==> config.mk <==
export PLATFORM = sky130hd
export DESIGN_NAME = most_overdue_task_picker
export DESIGN_NICKNAME = d
export VERILOG_FILES = /design/src/rtl/motp_pkg.sv /design/src/rtl/most_overdue_task_picker.sv /design/src/rtl/motp_ctrl.sv /design/src/rtl/motp_dp.sv
export VERILOG_INCLUDE_DIRS = /design/src /design/src/rtl
export SDC_FILE = /design/constraint.sdc
export NUM_CORES = 1
export LEC_CHECK = 0
export BUFFER_PORTS_ARGS = -buffer_cell sky130_fd_sc_hd__buf_2
export CAP_MARGIN = 10
export CORE_MARGIN = 4
export CORE_UTILIZATION = 60
export CTS_CLUSTER_SIZE = 16
export DETAILED_ROUTE_END_ITERATION = 10
export PLACE_DENSITY_LB_ADDON = 0.15
export SLEW_MARGIN = 20
export SYNTH_ARGS = -nofsm -noshare
export SYNTH_HDL_FRONTEND = slang
export SYNTH_HIERARCHICAL = 1
export SYNTH_SLANG_ARGS = --single-unit
==> constraint.sdc <==
create_clock -name clk -period 12.9 [get_ports clk]
set_input_delay 1.29 -clock clk [delete_from_list [all_inputs] [get_ports clk]]
set_output_delay 1.29 -clock clk [all_outputs]
set_load 0.005 [all_outputs]
==> src/rtl/most_overdue_task_picker_assert.svh <==
// assertion macros used by the scheduler datapath
// expects clk and rst_n in the scope where the macros are used
`ifndef MOST_OVERDUE_TASK_PICKER_ASSERT_SVH
`define MOST_OVERDUE_TASK_PICKER_ASSERT_SVH

// plain invariant, checked every clock outside reset
`define MOTP_ASSERT(lbl, cond, msg) \
  lbl: assert property (@(posedge clk) disable iff (!rst_n) (cond)) else $error(msg);

// implication checked in the same cycle
`define MOTP_ASSERT_IMP(lbl, ante, cons, msg) \
  lbl: assert property (@(posedge clk) disable iff (!rst_n) (ante) |-> (cons)) \
    else $error(msg);

`endif

==> src/rtl/motp_pkg.sv <==
// shared types and constants for the most overdue task picker
// no dependencies
package motp_pkg;

  localparam int TIME_W     = 32;
  localparam int IVAL_W     = 16;
  localparam int TASK_IDX_W = 3;
  localparam int CFG_IDX_W  = 4;
  localparam int FAST_SLOTS = 4;

  localparam logic [IVAL_W-1:0] FAST_IVAL = 16'd50;
  localparam logic [IVAL_W-1:0] SLOW_IVAL = 16'd100;

  // command codes of an input word
  localparam logic CMD_PICK = 1'b0;
  localparam logic CMD_DONE = 1'b1;

  typedef enum logic [1:0] {
    ST_IDLE,
    ST_SCAN,
    ST_DRAIN,
    ST_COMMIT
  } state_t;

  // controller to datapath
  typedef struct packed {
    logic load;    // capture input word, clear scan
    logic step;    // fetch due time of next task
    logic commit;  // update task state, register the result
  } ctl_cmd_t;

  // datapath to controller
  typedef struct packed {
    logic scan_need;  // incoming word is a pick and nothing is in flight
    logic scan_last;  // scan counter at the last task
  } dp_stat_t;

  function automatic logic [IVAL_W-1:0] default_interval(input int idx);
    default_interval = (idx < FAST_SLOTS) ? FAST_IVAL : SLOW_IVAL;
  endfunction

endpackage

==> src/rtl/most_overdue_task_picker.sv <==
// top level of the most overdue task picker: controller plus datapath
// depends on motp_pkg, motp_ctrl, motp_dp
//
// a pick word with nothing in flight scans one task per cycle, then passes the drain
// and commit states; the result strobe is registered from commit, and busy falls in that cycle;
// completions and ignored picks go from idle straight to commit
// the scan rate is set by the single read port into the last-run / interval tables
// results are strobed for one cycle; the receiver cannot stall
// synchronous active-low reset: tasks idle, last-run stamps zero, intervals 50/100 ms
module most_overdue_task_picker #(
  parameter int NUM_TASKS = 8
) (
  input  logic                             clk,
  input  logic                             rst_n,
  // input word: command and current time
  input  logic                             start,
  output logic                             busy,
  input  logic                             in_command,
  input  logic [motp_pkg::TIME_W-1:0]      in_now_ms,
  // interval register writes, index i is task i
  input  logic                             cfg_we,
  input  logic [motp_pkg::CFG_IDX_W-1:0]   cfg_index,
  input  logic [motp_pkg::IVAL_W-1:0]      cfg_data,
  // result word, valid for one cycle
  output logic                             out_valid,
  output logic                             out_picked,
  output logic [motp_pkg::TASK_IDX_W-1:0]  out_task_index,
  output logic                             out_busy_res
);

  // command and status between the sequencer and the datapath
  motp_pkg::ctl_cmd_t ctl;
  motp_pkg::dp_stat_t stat;

  // sequencer: idle, scan, drain of the compare stage, commit
  motp_ctrl u_ctrl (
    .clk   (clk),
    .rst_n (rst_n),
    .start (start),
    .stat  (stat),
    .ctl   (ctl),
    .busy  (busy)
  );

  // datapath: due time fetch, margin compare, in-flight bookkeeping
  motp_dp #(
    .NUM_TASKS (NUM_TASKS)
  ) u_dp (
    .clk            (clk),
    .rst_n          (rst_n),
    .ctl            (ctl),
    .stat           (stat),
    .in_command     (in_command),
    .in_now_ms      (in_now_ms),
    .cfg_we         (cfg_we),
    .cfg_index      (cfg_index),
    .cfg_data       (cfg_data),
    .out_valid      (out_valid),
    .out_picked     (out_picked),
    .out_task_index (out_task_index),
    .out_busy_res   (out_busy_res)
  );

endmodule

==> src/rtl/motp_ctrl.sv <==
// sequencing state machine of the most overdue task picker
// depends on motp_pkg
module motp_ctrl (
  input  logic                clk,
  input  logic                rst_n,
  input  logic                start,
  input  motp_pkg::dp_stat_t  stat,
  output motp_pkg::ctl_cmd_t  ctl,
  output logic                busy
);

  motp_pkg::state_t state_r;
  motp_pkg::state_t state_nxt;

  always_ff @(posedge clk) begin
    if (!rst_n) begin
      state_r <= motp_pkg::ST_IDLE;
    end else begin
      state_r <= state_nxt;
    end
  end

  always_comb begin
    state_nxt = state_r;
    ctl       = '0;
    busy      = 1'b1;
    case (state_r)
      motp_pkg::ST_IDLE: begin
        busy = 1'b0;
        if (start) begin
          ctl.load  = 1'b1;
          state_nxt = stat.scan_need ? motp_pkg::ST_SCAN : motp_pkg::ST_COMMIT;
        end
      end
      motp_pkg::ST_SCAN: begin
        ctl.step = 1'b1;
        if (stat.scan_last) begin
          state_nxt = motp_pkg::ST_DRAIN;
        end
      end
      motp_pkg::ST_DRAIN: begin
        state_nxt = motp_pkg::ST_COMMIT;
      end
      motp_pkg::ST_COMMIT: begin
        ctl.commit = 1'b1;
        state_nxt  = motp_pkg::ST_IDLE;
      end
      default: begin
        state_nxt = motp_pkg::ST_IDLE;
      end
    endcase
  end

endmodule

==> src/rtl/motp_dp.sv <==
// datapath: task tables, due time scan, in-flight state and result register
// depends on motp_pkg and most_overdue_task_picker_assert.svh
module motp_dp #(
  parameter int NUM_TASKS = 8
) (
  input  logic                                 clk,
  input  logic                                 rst_n,
  input  motp_pkg::ctl_cmd_t                   ctl,
  output motp_pkg::dp_stat_t                   stat,
  input  logic                                 in_command,
  input  logic [motp_pkg::TIME_W-1:0]          in_now_ms,
  input  logic                                 cfg_we,
  input  logic [motp_pkg::CFG_IDX_W-1:0]       cfg_index,
  input  logic [motp_pkg::IVAL_W-1:0]          cfg_data,
  output logic                                 out_valid,
  output logic                                 out_picked,
  output logic [motp_pkg::TASK_IDX_W-1:0]      out_task_index,
  output logic                                 out_busy_res
);

  localparam int IDX_W = (NUM_TASKS > 1) ? $clog2(NUM_TASKS) : 1;
  localparam int TW    = motp_pkg::TIME_W;

  logic [TW-1:0]               last_run_r [NUM_TASKS];
  logic [motp_pkg::IVAL_W-1:0] ival_r     [NUM_TASKS];

  logic             in_flight_r;
  logic [IDX_W-1:0] cur_r;
  logic [IDX_W-1:0] cnt_r;
  logic             found_r;
  logic             eval_v_r;

  logic [TW-1:0]    now_r;
  logic             cmd_r;
  logic [TW-1:0]    due_r;
  logic [IDX_W-1:0] eval_idx_r;
  logic [TW-1:0]    best_r;
  logic [IDX_W-1:0] best_idx_r;

  logic                              out_valid_r;
  logic                              out_picked_r;
  logic [motp_pkg::TASK_IDX_W-1:0]   out_task_index_r;
  logic                              out_busy_res_r;

  logic [TW:0]      diff;
  logic             take;
  logic             retire;
  logic             in_flight_nxt;
  logic [IDX_W-1:0] cur_nxt;

  assign stat.scan_need = (in_command == motp_pkg::CMD_PICK) && !in_flight_r;
  assign stat.scan_last = (cnt_r == IDX_W'(NUM_TASKS - 1));

  // margin of the fetched due time; top bit is the borrow (not yet due)
  assign diff = {1'b0, now_r} - {1'b0, due_r};
  assign take = eval_v_r && !diff[TW] && (diff[TW-1:0] > best_r);

  assign retire = (cmd_r == motp_pkg::CMD_DONE) && in_flight_r;

  always_comb begin
    in_flight_nxt = in_flight_r;
    cur_nxt       = cur_r;
    if (retire) begin
      in_flight_nxt = 1'b0;
      cur_nxt       = '0;
    end else if ((cmd_r == motp_pkg::CMD_PICK) && found_r && !in_flight_r) begin
      in_flight_nxt = 1'b1;
      cur_nxt       = best_idx_r;
    end
  end

  // control and state registers
  always_ff @(posedge clk) begin
    if (!rst_n) begin
      for (int i = 0; i < NUM_TASKS; i++) begin
        last_run_r[i] <= '0;
        ival_r[i]     <= motp_pkg::default_interval(i);
      end
      in_flight_r <= 1'b0;
      cur_r       <= '0;
      cnt_r       <= '0;
      found_r     <= 1'b0;
      eval_v_r    <= 1'b0;
      out_valid_r <= 1'b0;
    end else begin
      out_valid_r <= ctl.commit;
      eval_v_r    <= ctl.step;
      if (cfg_we && (cfg_index < motp_pkg::CFG_IDX_W'(NUM_TASKS))) begin
        ival_r[cfg_index[IDX_W-1:0]] <= cfg_data;
      end
      if (ctl.load) begin
        cnt_r <= '0;
      end else if (ctl.step) begin
        cnt_r <= cnt_r + IDX_W'(1);
      end
      if (ctl.load) begin
        found_r <= 1'b0;
      end else if (take) begin
        found_r <= 1'b1;
      end
      if (ctl.commit) begin
        in_flight_r <= in_flight_nxt;
        cur_r       <= cur_nxt;
        if (retire) begin
          last_run_r[cur_r] <= now_r;
        end
      end
    end
  end

  // payload registers
  always_ff @(posedge clk) begin
    if (ctl.load) begin
      now_r  <= in_now_ms;
      cmd_r  <= in_command;
      best_r <= '0;
    end else if (take) begin
      best_r     <= diff[TW-1:0];
      best_idx_r <= eval_idx_r;
    end
    if (ctl.step) begin
      due_r      <= last_run_r[cnt_r] + TW'(ival_r[cnt_r]);
      eval_idx_r <= cnt_r;
    end
    if (ctl.commit) begin
      out_picked_r     <= found_r;
      out_busy_res_r   <= in_flight_nxt;
      out_task_index_r <= in_flight_nxt ? motp_pkg::TASK_IDX_W'(cur_nxt) : '0;
    end
  end

  assign out_valid      = out_valid_r;
  assign out_picked     = out_picked_r;
  assign out_task_index = out_task_index_r;
  assign out_busy_res   = out_busy_res_r;

`include "most_overdue_task_picker_assert.svh"

  `MOTP_ASSERT_IMP(a_pick_busy, out_valid_r && out_picked_r, out_busy_res_r, "picked but not busy")
  `MOTP_ASSERT_IMP(a_idle_index, !in_flight_r, cur_r == '0, "current index not cleared while idle")
  `MOTP_ASSERT_IMP(a_found_margin, found_r, best_r != '0, "candidate recorded with zero margin")

endmodule
==> results.toml <==
[global_route]
track_usage = 0.260
antenna_found_initial = 5
grt_pass1_vias = 15200
grt-ovfl-total = 0
grt_pass1_wl_um = 88900
grt_max_degree = 55

[sta]
finalCriticalPeriod_ns = 6.36
tns_ns = 0
rsz0062_at_grt = "no"
drv_slew = 0
fmax_mhz = 157
finalCritPeriodShare = 0.493
fin_skew_ns = 0.0180
hold_violations = 0
worst_pin_slew_ns = 1.13
finalSetupViolations = 0
fin_ws_ns = 6.54
relSlewSlack = 0.245

[yosys]
netlist_area_sq_um = 24900
synth_largest_area_cell = "edfxtp_1"
synth_fp_nets = 1984
ys_ff_latch = 507
syn_inst = 1838
yosysSeqAreaShare = 0.593
synth_flop_cell = "edfxtp_1"
ys_warn_count = 6
synthTopCellsByArea = "edfxtp_1 (55%), and2_1 (8.9%), mux4_2 (7.8%)"
async_flop_share = 0
synth_cell_types = 78
synth_edf_count = 460
synth_top_area_frac = 0.555
avgSynthCellArea_sq_um = 13.5

[cells_and_area]
layout_commonest_cell = "edfxtp_1"
layout_common_cells = "edfxtp_1 (460), and2_1 (355), nor2_1 (103)"
layout-drive-gt1-share = 0.164
antenna_cells = 0
fin_cells = 2468
fin_util = 0.672
area_growth_pct = 10.5
final_nets = 2045

[floorplan]
std_cell_rows = 74
start_util = 0.608
fp.dieH_um = 212
die_area_sq_um = 44800
chipWidth_um = 212
core_area_sq_um = 40900
io-pin-count = 64

[setup_path]
r2r_slack_ns = 6.54
cp.arrival_ns = 6.65
path_cells = "clkinv_1 > ha_1 > inv_1 > fa_1 > a211oi_1 > o31ai_1 > o2111ai_1 > nand3_1 > o21a_1 > a31oi_1 > nor2_1 > a311oi_1 > ha_1 > nand4_1 > nor4_1 > o21ai_0 > a31oi_1 > o211ai_1 > a211oi_4 > buf_4 > nand2b_1 > inv_2"
crit_type = "flop to flop"
path_delay_family = "compound AO/OA/AOI/OAI gates"
cp-end-kind = "flop"
cp_max_fo = 28
slowest_delay_ns = 0.82
worstPathRequired_ns = 13.19
cp-start-kind = "flop"
cp.buffers_inverters = 4
crit_path_top_delay_cell = "a211oi_4"

[run]
drv_cap = 0

[route]
dr.pass1.iters = 5
route.vias.total = 15000
drcViolationCount = 0
wl_per_cell_um = 23.4
drt-initial-drc-count = 1411
drtAntennaViolNets = 0
routed_wl_um = 57700
viasPerCell = 6.07

[placed_design]
place_inst = 2378
pre_cts_slack_ns = 6.55
dp.final_hpwl_um = 35100
gp_congestion = 0.851
port_buffers = 63

[pwr]
leakage_nw = 10.1
vdd_ir_drop_max_mv = 0.155
powerDensity_nw_per_um2 = 190

[clock_network]
cts_buffers = 51
ctsLongestPathBuffers = 3
clk_pin_slew_ns = 0.06
cts.htree.levels = 2
cts_setup_buffers = 0
cts_resized = 0
ctsHoldBuffers = 0
tritoncts = "done"
cts.sinks = 507
ctsRootBufferMaster = "clkbuf_16"
clk_latency_ns = 0.60

[worst_hold_path]
hold_path_class = "flop to flop"

[status]
status = "completed"
-- metrics by stage --
step                      total power [W]  area [sq um]  hold WS (ns)
final                             0.00524         27500         0.422
after global routing              0.00555         27500         0.438
after CTS                         0.00526         27500         0.421
after detailed placement          0.00381         25900         0.406
after global placement            0.00375         25900         0.402
after floorplan                   0.00338         24900         0.400
-- Yosys cell counts, types with 4 or more instances --
cell       count
edfxtp_1     460
and2_1       356
nor2_1       112
ha_1          87
a21oi_1       86
mux4_2        86
inv_1         84
clkbuf_1      66
dfxtp_1       47
nand2_1       46
xnor2_1       41
mux2_2        32
o21ai_0       29
nand2b_1      24
nor3_1        23
or3_1         23
mux2i_1       20
a21o_1        18
nand3_1       15
xor2_1        13
nor2b_1       11
mux4_1        10
o21ai_1       10
a31oi_1        9
buf_2          9
and3_1         8
nand4_1        7
o21a_1         7
o21bai_1       7
a211oi_1       6
a22o_1         6
nor4_1         6
buf_1          5
a2111oi_0      4
a211o_1        4
a311oi_1       4
o211ai_1       4
-- per-layer routing --
metal  vias to the layer above  part of all wire  global-route usage
met5                         -           0.00033                   0
met4                         4             0.021              0.0722
met3                        84             0.072              0.0394
met2                       516              0.48               0.423
met1                      7509              0.43               0.374
li1                       6877                 -                   -
-- sequential cells by signal, summed over array words and instances (netlist names), named ones only --
signal,count
u_ctrl/state_r,2
u_dp/best_idx_r,3
u_dp/best_r,32
u_dp/cmd_r,1
u_dp/cnt_r,3
u_dp/cur_r,3
u_dp/due_r,32
u_dp/eval_idx_r,3
u_dp/eval_v_r,1
u_dp/found_r,1
u_dp/in_flight_r,1
u_dp/ival_r,128
u_dp/last_run_r,256
u_dp/now_r,32
u_dp/out_busy_res,1
u_dp/out_picked,1
u_dp/out_task_index,3
u_dp/out_valid,1
-- layout make-up --
type / instances / area, sq um
fillers: 2917 / 13400
clock inverters: 27 / 258
inverters: 86 / 323
clock buffers: 63 / 1360
repair buffers: 92 / 533
well taps: 532 / 666
multi-input cells: 1161 / 9610
flip-flops and latches: 507 / 14800
-- worst paths after layout --
kind                      start            endpoint  cells after the start
max               u_dp/now_r[0]  u_dp/best_idx_r[2]                     22
min          u_dp/eval_idx_r[0]  u_dp/best_idx_r[0]                      0
max reg2reg       u_dp/now_r[0]  u_dp/best_idx_r[2]                     22
min reg2reg  u_dp/eval_idx_r[0]  u_dp/best_idx_r[0]                      0
-- power breakdown --
part | internal [W] | switching (W) | leakage [nW]
Combinational | 0.000714 | 0.000970 | 4.34
Sequential | 0.00199 | 0.000116 | 4.97
Clock | 0.000844 | 0.000604 | 0.793
Total | 0.00355 | 0.00169 | 10.1
-- worst register-to-register path, delay by kind of cell (launching register included) --
kind                       cells  cell delay, ns
adders and majority gates      3            0.82
AOI/OAI and AO/OA             10            3.10
buffers and inverters          4            0.83
and+or+nand+nor                5            0.95
DFF                            1            0.36
-- kinds of logic (layout without fill, tap and decap cells) --
kind of cell,after synthesis,after routing,synth area share
flip-flops,507,507,0.593
adder cells (fa/ha/maj),89,89,0.0453
XOR/XNOR,54,54,0.0190
multiplexers,149,149,0.111
AO/OA/AOI/OAI,216,216,0.0548
AND/OR/NAND/NOR,653,653,0.150
buffers and inverters,170,268,0.0273
No activity file was read; power rests on OpenSTA's default activity.
